File: src/hdl/assert_macros.svh
// ----------------------------------------------------------------------------
// assert_macros.svh
// concurrent assertion helpers, sampled on clk, off while rst_n is low
// ----------------------------------------------------------------------------
`ifndef ASSERT_MACROS_SVH
`define ASSERT_MACROS_SVH

// same-cycle implication
`define WOG_ASSERT_IMPLY(lbl, ante, cons, msg) \
  lbl: assert property (@(posedge clk) disable iff (!rst_n) (ante) |-> (cons)) \
    else $error(msg);

// next-cycle implication
`define WOG_ASSERT_NEXT(lbl, ante, cons, msg) \
  lbl: assert property (@(posedge clk) disable iff (!rst_n) (ante) |=> (cons)) \
    else $error(msg);

`endif

File: src/hdl/wog_pkg.sv
// ----------------------------------------------------------------------------
// wog_pkg
// types, codes and sizes shared by the occupancy grid modules
// ----------------------------------------------------------------------------
package wog_pkg;

  localparam int MAX_WIDTH  = 256;
  localparam int MAX_HEIGHT = 256;

  // size registers and internal coordinates
  localparam int COORD_W = 9;
  // base plus signed offset
  localparam int SUM_W   = COORD_W + 1;
  localparam int COL_W   = $clog2(MAX_WIDTH);
  localparam int ROW_W   = $clog2(MAX_HEIGHT);

  localparam logic [COORD_W-1:0] SIZE_RESET = COORD_W'(256);

  // position of the skipped centre in the 3x3 scan
  localparam logic [3:0] CENTER_POS = 4'd4;

  typedef enum logic [1:0] {
    CFG_GRID_WIDTH  = 2'd0,
    CFG_GRID_HEIGHT = 2'd1,
    CFG_WRAP_X      = 2'd2,
    CFG_WRAP_Y      = 2'd3
  } cfg_idx_e;

  typedef enum logic [2:0] {
    MODE_PLACE     = 3'd0,
    MODE_OVERWRITE = 3'd1,
    MODE_CLEAR     = 3'd2,
    MODE_PROBE     = 3'd3,
    MODE_NBHD      = 3'd4
  } mode_e;

  typedef enum logic [1:0] {
    ST_OK       = 2'd0,
    ST_OCCUPIED = 2'd1,
    ST_EMPTY    = 2'd2,
    ST_RANGE    = 2'd3
  } status_e;

  // neighbour offset -1, 0, +1
  typedef enum logic [1:0] {
    D_MINUS = 2'd0,
    D_ZERO  = 2'd1,
    D_PLUS  = 2'd2
  } nbr_off_e;

  typedef enum logic [3:0] {
    S_CLEAR,
    S_IDLE,
    S_RES,
    S_MOD,
    S_RD,
    S_CHK,
    S_NRD,
    S_NCK,
    S_OUT
  } state_e;

  typedef struct packed {
    logic [2:0]        mode;
    logic [7:0]        base_x;
    logic [7:0]        base_y;
    logic signed [7:0] step_x;
    logic signed [7:0] step_y;
  } in_item_t;

  typedef struct packed {
    logic [1:0] status;
    logic       was_occupied;
    logic [7:0] resolved_x;
    logic [7:0] resolved_y;
    logic [7:0] empty_mask;
    logic [7:0] occupied_mask;
  } out_item_t;

  // mask bit of neighbour (dx, dy), dx outer, centre skipped
  function automatic logic [2:0] mask_bit(input logic [1:0] dx, input logic [1:0] dy);
    logic [3:0] p;
    p = 4'(dx) * 4'd3 + 4'(dy);
    return (p > CENTER_POS) ? 3'(p - 4'd1) : 3'(p);
  endfunction

endpackage

File: src/hdl/wog_mod.sv
// ----------------------------------------------------------------------------
// wog_mod
// restoring remainder unit, one dividend bit per cycle
// ----------------------------------------------------------------------------
module wog_mod import wog_pkg::*; (
  input  logic               clk,
  input  logic               rst_n,
  input  logic               start,
  input  logic [COORD_W-1:0] dividend,
  input  logic [COORD_W-1:0] divisor,
  output logic               done,
  output logic [COORD_W-1:0] remainder
);

  localparam int CNT_W = $clog2(COORD_W);
  localparam logic [CNT_W-1:0] CNT_LAST = CNT_W'(COORD_W - 1);

  logic               busy_r;
  logic               done_r;
  logic [CNT_W-1:0]   cnt_r;
  logic [COORD_W-1:0] dvd_r;
  logic [COORD_W-1:0] dvs_r;
  logic [COORD_W-1:0] rem_r;
  logic [COORD_W:0]   trial;
  logic [COORD_W:0]   diff;
  logic               fits;

  assign trial = {rem_r, dvd_r[COORD_W-1]};
  assign fits  = trial >= {1'b0, dvs_r};
  assign diff  = trial - {1'b0, dvs_r};

  always_ff @(posedge clk) begin
    if (!rst_n) begin
      busy_r <= 1'b0;
      done_r <= 1'b0;
      cnt_r  <= '0;
    end else begin
      done_r <= busy_r && (cnt_r == CNT_LAST);
      if (start) begin
        busy_r <= 1'b1;
        cnt_r  <= '0;
      end else if (busy_r) begin
        cnt_r <= cnt_r + 1'b1;
        if (cnt_r == CNT_LAST) begin
          busy_r <= 1'b0;
        end
      end
    end
  end

  always_ff @(posedge clk) begin
    if (start) begin
      dvd_r <= dividend;
      dvs_r <= divisor;
      rem_r <= '0;
    end else if (busy_r) begin
      dvd_r <= dvd_r << 1;
      rem_r <= fits ? diff[COORD_W-1:0] : trial[COORD_W-1:0];
    end
  end

  assign done      = done_r;
  assign remainder = rem_r;

endmodule

File: config.mk
export PLATFORM = sky130hd
export DESIGN_NAME = wog_mod
export DESIGN_NICKNAME = d
export VERILOG_FILES = /design/src/hdl/assert_macros.svh /design/src/hdl/wog_pkg.sv /design/src/hdl/wog_mod.sv
export SDC_FILE = /design/constraint.sdc
export NUM_CORES = 1
export LEC_CHECK = 0
export BUFFER_PORTS_ARGS = -buffer_cell sky130_fd_sc_hd__buf_4
export CORE_ASPECT_RATIO = 2
export CORE_MARGIN = 1.5
export CORE_UTILIZATION = 55
export DETAILED_ROUTE_END_ITERATION = 8
export PLACE_DENSITY_LB_ADDON = 0.12
export SYNTH_ARGS = -nofsm -noshare
export SYNTH_HDL_FRONTEND = slang
export SYNTH_SLANG_ARGS = --single-unit
export TNS_END_PERCENT = 20
File: constraint.sdc
create_clock -name clk -period 3.1 [get_ports clk]
set_clock_uncertainty 0.05 [all_clocks]
set_input_delay 0.155 -clock clk [delete_from_list [all_inputs] [get_ports clk]]
set_output_delay 0.155 -clock clk [all_outputs]
set_load 0.005 [all_outputs]
==> results_tabular.tex <==
\begin{tabular}{lr}
\hline
Metric & Value \\
\hline
\multicolumn{2}{l}{\textbf{Hold path}} \\
Depth of the worst hold-timing path & 2 \\
Worst hold endpoint & busy\_r \\
Worst min-delay path startpoint & rst\_n \\
Type of the most critical hold path & in -> reg \\
\multicolumn{2}{l}{\textbf{Clock network}} \\
Clock root buffer & clkbuf\_8 \\
TritonCTS clock tree & yes \\
Clock tree buffer depth & 2 \\
Clock input transition at the sequential cells of the worst setup and hold paths & 0.06 ns \\
Number of CTS-inserted buffers & 5 \\
Insertion delay of the later-clocked pin in the worst-skew pair & 0.28 ns \\
Clock sinks & 33 \\
Maximum level of the CTS H-tree & 2 \\
\multicolumn{2}{l}{\textbf{Place}} \\
Quantity of I/O buffers inserted on ports & 30 \\
Cell total after placement & 221 \\
Detailed Place HPWL & 2680 µm \\
RePlAce Congestion & 0.8821 \\
\multicolumn{2}{l}{\textbf{STA}} \\
Number of failing hold endpoints at the final stage & 0 \\
Measured slew at the worst slew-check pin & 0.5083 ns \\
Period minus WS final & 2.498 ns \\
Highest clock rate & 0.4002 GHz \\
Sum Neg Setup Slack & 0 ns \\
Finish-stage setup viols & 0 \\
Share of the clock period used by the worst path & 80.60\% \\
Remaining max-slew budget at the tightest pin & 66.06\% \\
Max-slew violation total from the final report & 0 \\
Unrepaired setup endpoints after global routing & no \\
\multicolumn{2}{l}{\textbf{Route}} \\
Pre-antenna DRT Iters & 4 \\
Routed vias & 1395 \\
Average vias per placed instance & 5.861 \\
Routed wire length & 3602 µm \\
DRC violations left & 0 \\
Routed wirelength normalized by instance count & 15.13 µm \\
First-iteration detailed-routing DRC count & 29 \\
ANT nets after route & 0 \\
\multicolumn{2}{l}{\textbf{Setup path}} \\
Required time at the worst-slack endpoint & 3.23 ns \\
Reg2reg start & dvd\_r[8] \\
Endpoint class of the critical path & flip-flop \\
Endpoint of the worst-slack reg-to-reg timing path & remainder[7] \\
Critical Path Start Type & flip-flop \\
WP data arrival & 2.63 ns \\
Reg2Reg Setup Slack & 0.60 ns \\
Number of cell instances on the worst register-to-register path & 9 \\
CP max FO & 5 \\
Critical Setup Path Class & reg -> reg \\
\multicolumn{2}{l}{\textbf{GRT}} \\
Combined global-route utilization of all metal layers & 21.22\% \\
Met2 Use GR & 38.67\% \\
Maximum number of pins on one net before global-route repair & 31 \\
Via count of the first global-routing pass & 1410 \\
First-pass GRT wire length & 5851 µm \\
Remaining Overflow, GRT & 0 \\
Met1 track utilization from global routing & 20.66\% \\
Antenna violations before repair & 0 \\
GRT met3 Usage & 4.762\% \\
Most Used Layer, Global Route & met2 \\
\multicolumn{2}{l}{\textbf{Yosys}} \\
Number of nets in the synthesized netlist & 197 \\
Sequential-to-total area share from yosys stat & 47.16\% \\
Number of distinct library cells after synthesis & 39 \\
Cell area after synthesis & 1783 µm² \\
Synth Instances & 164 \\
Yosys warns & 0 \\
Count of state elements after synthesis & 33 \\
Synthesized area per cell & 10.87 µm² \\
\multicolumn{2}{l}{\textbf{Die}} \\
I/O pin count & 31 \\
Rows & 29 \\
Die extent in x & 43.26 µm \\
Core region area & 3120 µm² \\
Full die area & 3613 µm² \\
Vert. Die Dim & 83.52 µm \\
Starting utilization of the core area & 57.14\% \\
\multicolumn{2}{l}{\textbf{Cells and area}} \\
Share of final-layout standard cells stronger than drive strength 1 & 24.15\% \\
Synthesis-to-layout area growth & 25.19\% \\
Count of inserted antenna diode cells & 0 \\
Layout net count & 239 \\
Non-filler cells in the finished layout & 238 \\
\multicolumn{2}{l}{\textbf{Power}} \\
Pwr per Cell Area & 530.9 nW/µm² \\
Pleak & 0.9341 nW \\
Worst IR drop on VDD & 0.5287 mV \\
\multicolumn{2}{l}{\textbf{Run status}} \\
Status & completed \\
\multicolumn{2}{l}{\textbf{Run}} \\
Max-cap violation count & 0 \\
\hline
\end{tabular}
cell families (layout without fill, tap and decap cells):
kind of cell	count (synthesis)	in the layout	share of synthesized area, %
AO/OA/AOI/OAI	31	31	13.61
XOR/XNOR	7	7	3.439
adder cells (fa/ha/maj)	12	12	8.842
buffers and inverters	20	63	4.210
flip-flops	33	33	47.16
multiplexers	14	14	8.421
AND/OR/NAND/NOR	47	47	14.31
flip-flops by register name (all words and copies together) (netlist names):
register   count
dvs_r          9
cnt_r          4
remainder      9
dvd_r          9
done           1
busy_r         1
worst max-delay path by stage:
stage                    to  slack [ns]     start
6_report       remainder[7]        0.60  dvd_r[8]
5_1_grt        remainder[7]        0.38  dvd_r[8]
4_1_cts        remainder[7]        0.57  dvd_r[8]
3_5_place_dp   remainder[3]        0.59  dvd_r[8]
3_3_place_gp   remainder[0]        0.66  dvd_r[8]
2_1_floorplan  remainder[5]        0.84  dvd_r[8]
cell type report:
cell class / instances / area (µm²)
Fill cell: 226 / 888.4
Inverter: 15 / 56.30
Clock inverter: 2 / 33.78
Timing Repair Buffer: 40 / 322.8
Multi-Input combinational cell: 111 / 867.1
Tap cell: 31 / 38.79
Sequential cell: 33 / 840.8
Clock buffer: 6 / 72.57
worst max-delay path, cell delays in order, from the launching register on:
cell	delay (ns)
edfxtp_1	0.38
inv_1	0.07
ha_1	0.15
inv_1	0.05
fa_1	0.40
a211oi_1	0.40
o21a_1	0.31
o211a_1	0.26
nand2_1	0.07
a311oi_1	0.26
through the flow:
step	util (%)	area (µm²)	hold WS (ns)	total power [mW]	setup WS [ns]
2_1_floorplan	-	1783	0.2039	0.7174	0.8365
4_1_cts	70.57	2202	0.001101	1.192	0.5716
6_report	71.53	2232	0.06853	1.185	0.6015
3_3_place_gp	65.24	2036	0.2828	0.7952	0.6616
3_5_place_dp	65.24	2036	0.2843	0.8027	0.5950
5_1_grt	71.53	2232	0.06867	1.247	0.3792
cell usage in the layout, fill, tap and decap left out, drive strengths merged, types with 2 or more instances in the layout:
| cell type | instances |
|---|---|
| a211oi | 6 |
| a21o | 2 |
| a21oi | 6 |
| a311oi | 4 |
| and2 | 2 |
| buf | 31 |
| clkbuf | 6 |
| dfxtp | 15 |
| dlygate4sd3 | 9 |
| edfxtp | 18 |
| ha | 11 |
| inv | 15 |
| mux2 | 8 |
| mux2i | 6 |
| nand2 | 9 |
| nand2b | 4 |
| nand3 | 3 |
| nand3b | 2 |
| nand4b | 2 |
| nor2 | 16 |
| nor2b | 2 |
| nor3b | 2 |
| o211ai | 5 |
| o21ai | 2 |
| xnor2 | 3 |
| xor2 | 4 |
synth_stat cells:
library cell | instances | area share (%)
nor2_1 | 16 | 3.4
nand3_1 | 3 | 0.84
o211ai_1 | 4 | 1.7
and2_1 | 2 | 0.70
or2_2 | 1 | 0.35
fa_1 | 1 | 1.1
o211ai_4 | 1 | 1.2
a21oi_1 | 6 | 1.7
o2111ai_1 | 1 | 0.49
nor2b_1 | 2 | 0.70
nand2_1 | 9 | 1.9
a211o_1 | 1 | 0.49
a211oi_1 | 5 | 2.1
o41ai_1 | 1 | 0.49
o21a_1 | 1 | 0.42
xnor2_1 | 3 | 1.5
clkbuf_1 | 5 | 1.1
nor4b_1 | 1 | 0.49
nand4b_1 | 1 | 0.49
a21o_1 | 2 | 0.84
inv_1 | 15 | 3.2
a211oi_2 | 1 | 0.70
mux2_2 | 8 | 5.1
and4b_1 | 1 | 0.56
dfxtp_1 | 15 | 17
o211a_1 | 1 | 0.56
ha_1 | 11 | 7.7
nand4b_2 | 1 | 0.84
a311oi_1 | 4 | 2.0
o21ai_0 | 2 | 0.56
nand2b_1 | 4 | 1.4
edfxtp_1 | 18 | 30
nor3b_1 | 2 | 0.84
xor2_1 | 4 | 2.0
nand3b_1 | 2 | 0.84
or3_4 | 1 | 0.63
nand4_1 | 1 | 0.35
o31ai_1 | 1 | 0.42
mux2i_1 | 6 | 3.4
layer usage:
layer	vias to the layer above	routed length, µm
li1	678	-
met1	659	1267
met4	0	127
met2	45	2057
met5	-	0
met3	13	149
where the power goes:
part | switching, mW | leakage (nW) | internal (mW)
combinational | 0.143 | 0.579 | 0.137
sequential | 0.0249 | 0.302 | 0.500
clock | 0.143 | 0.0528 | 0.237
total | 0.311 | 0.934 | 0.874
what timing repair did:
item | 4_1_cts | 5_1_grt
setup buffers | 0 | 0
hold buffers | 6 | 3
endpoints found under the hold margin | 6 | 3
resized for setup | 0 | 0
No activity file was read; power rests on OpenSTA's default activity.
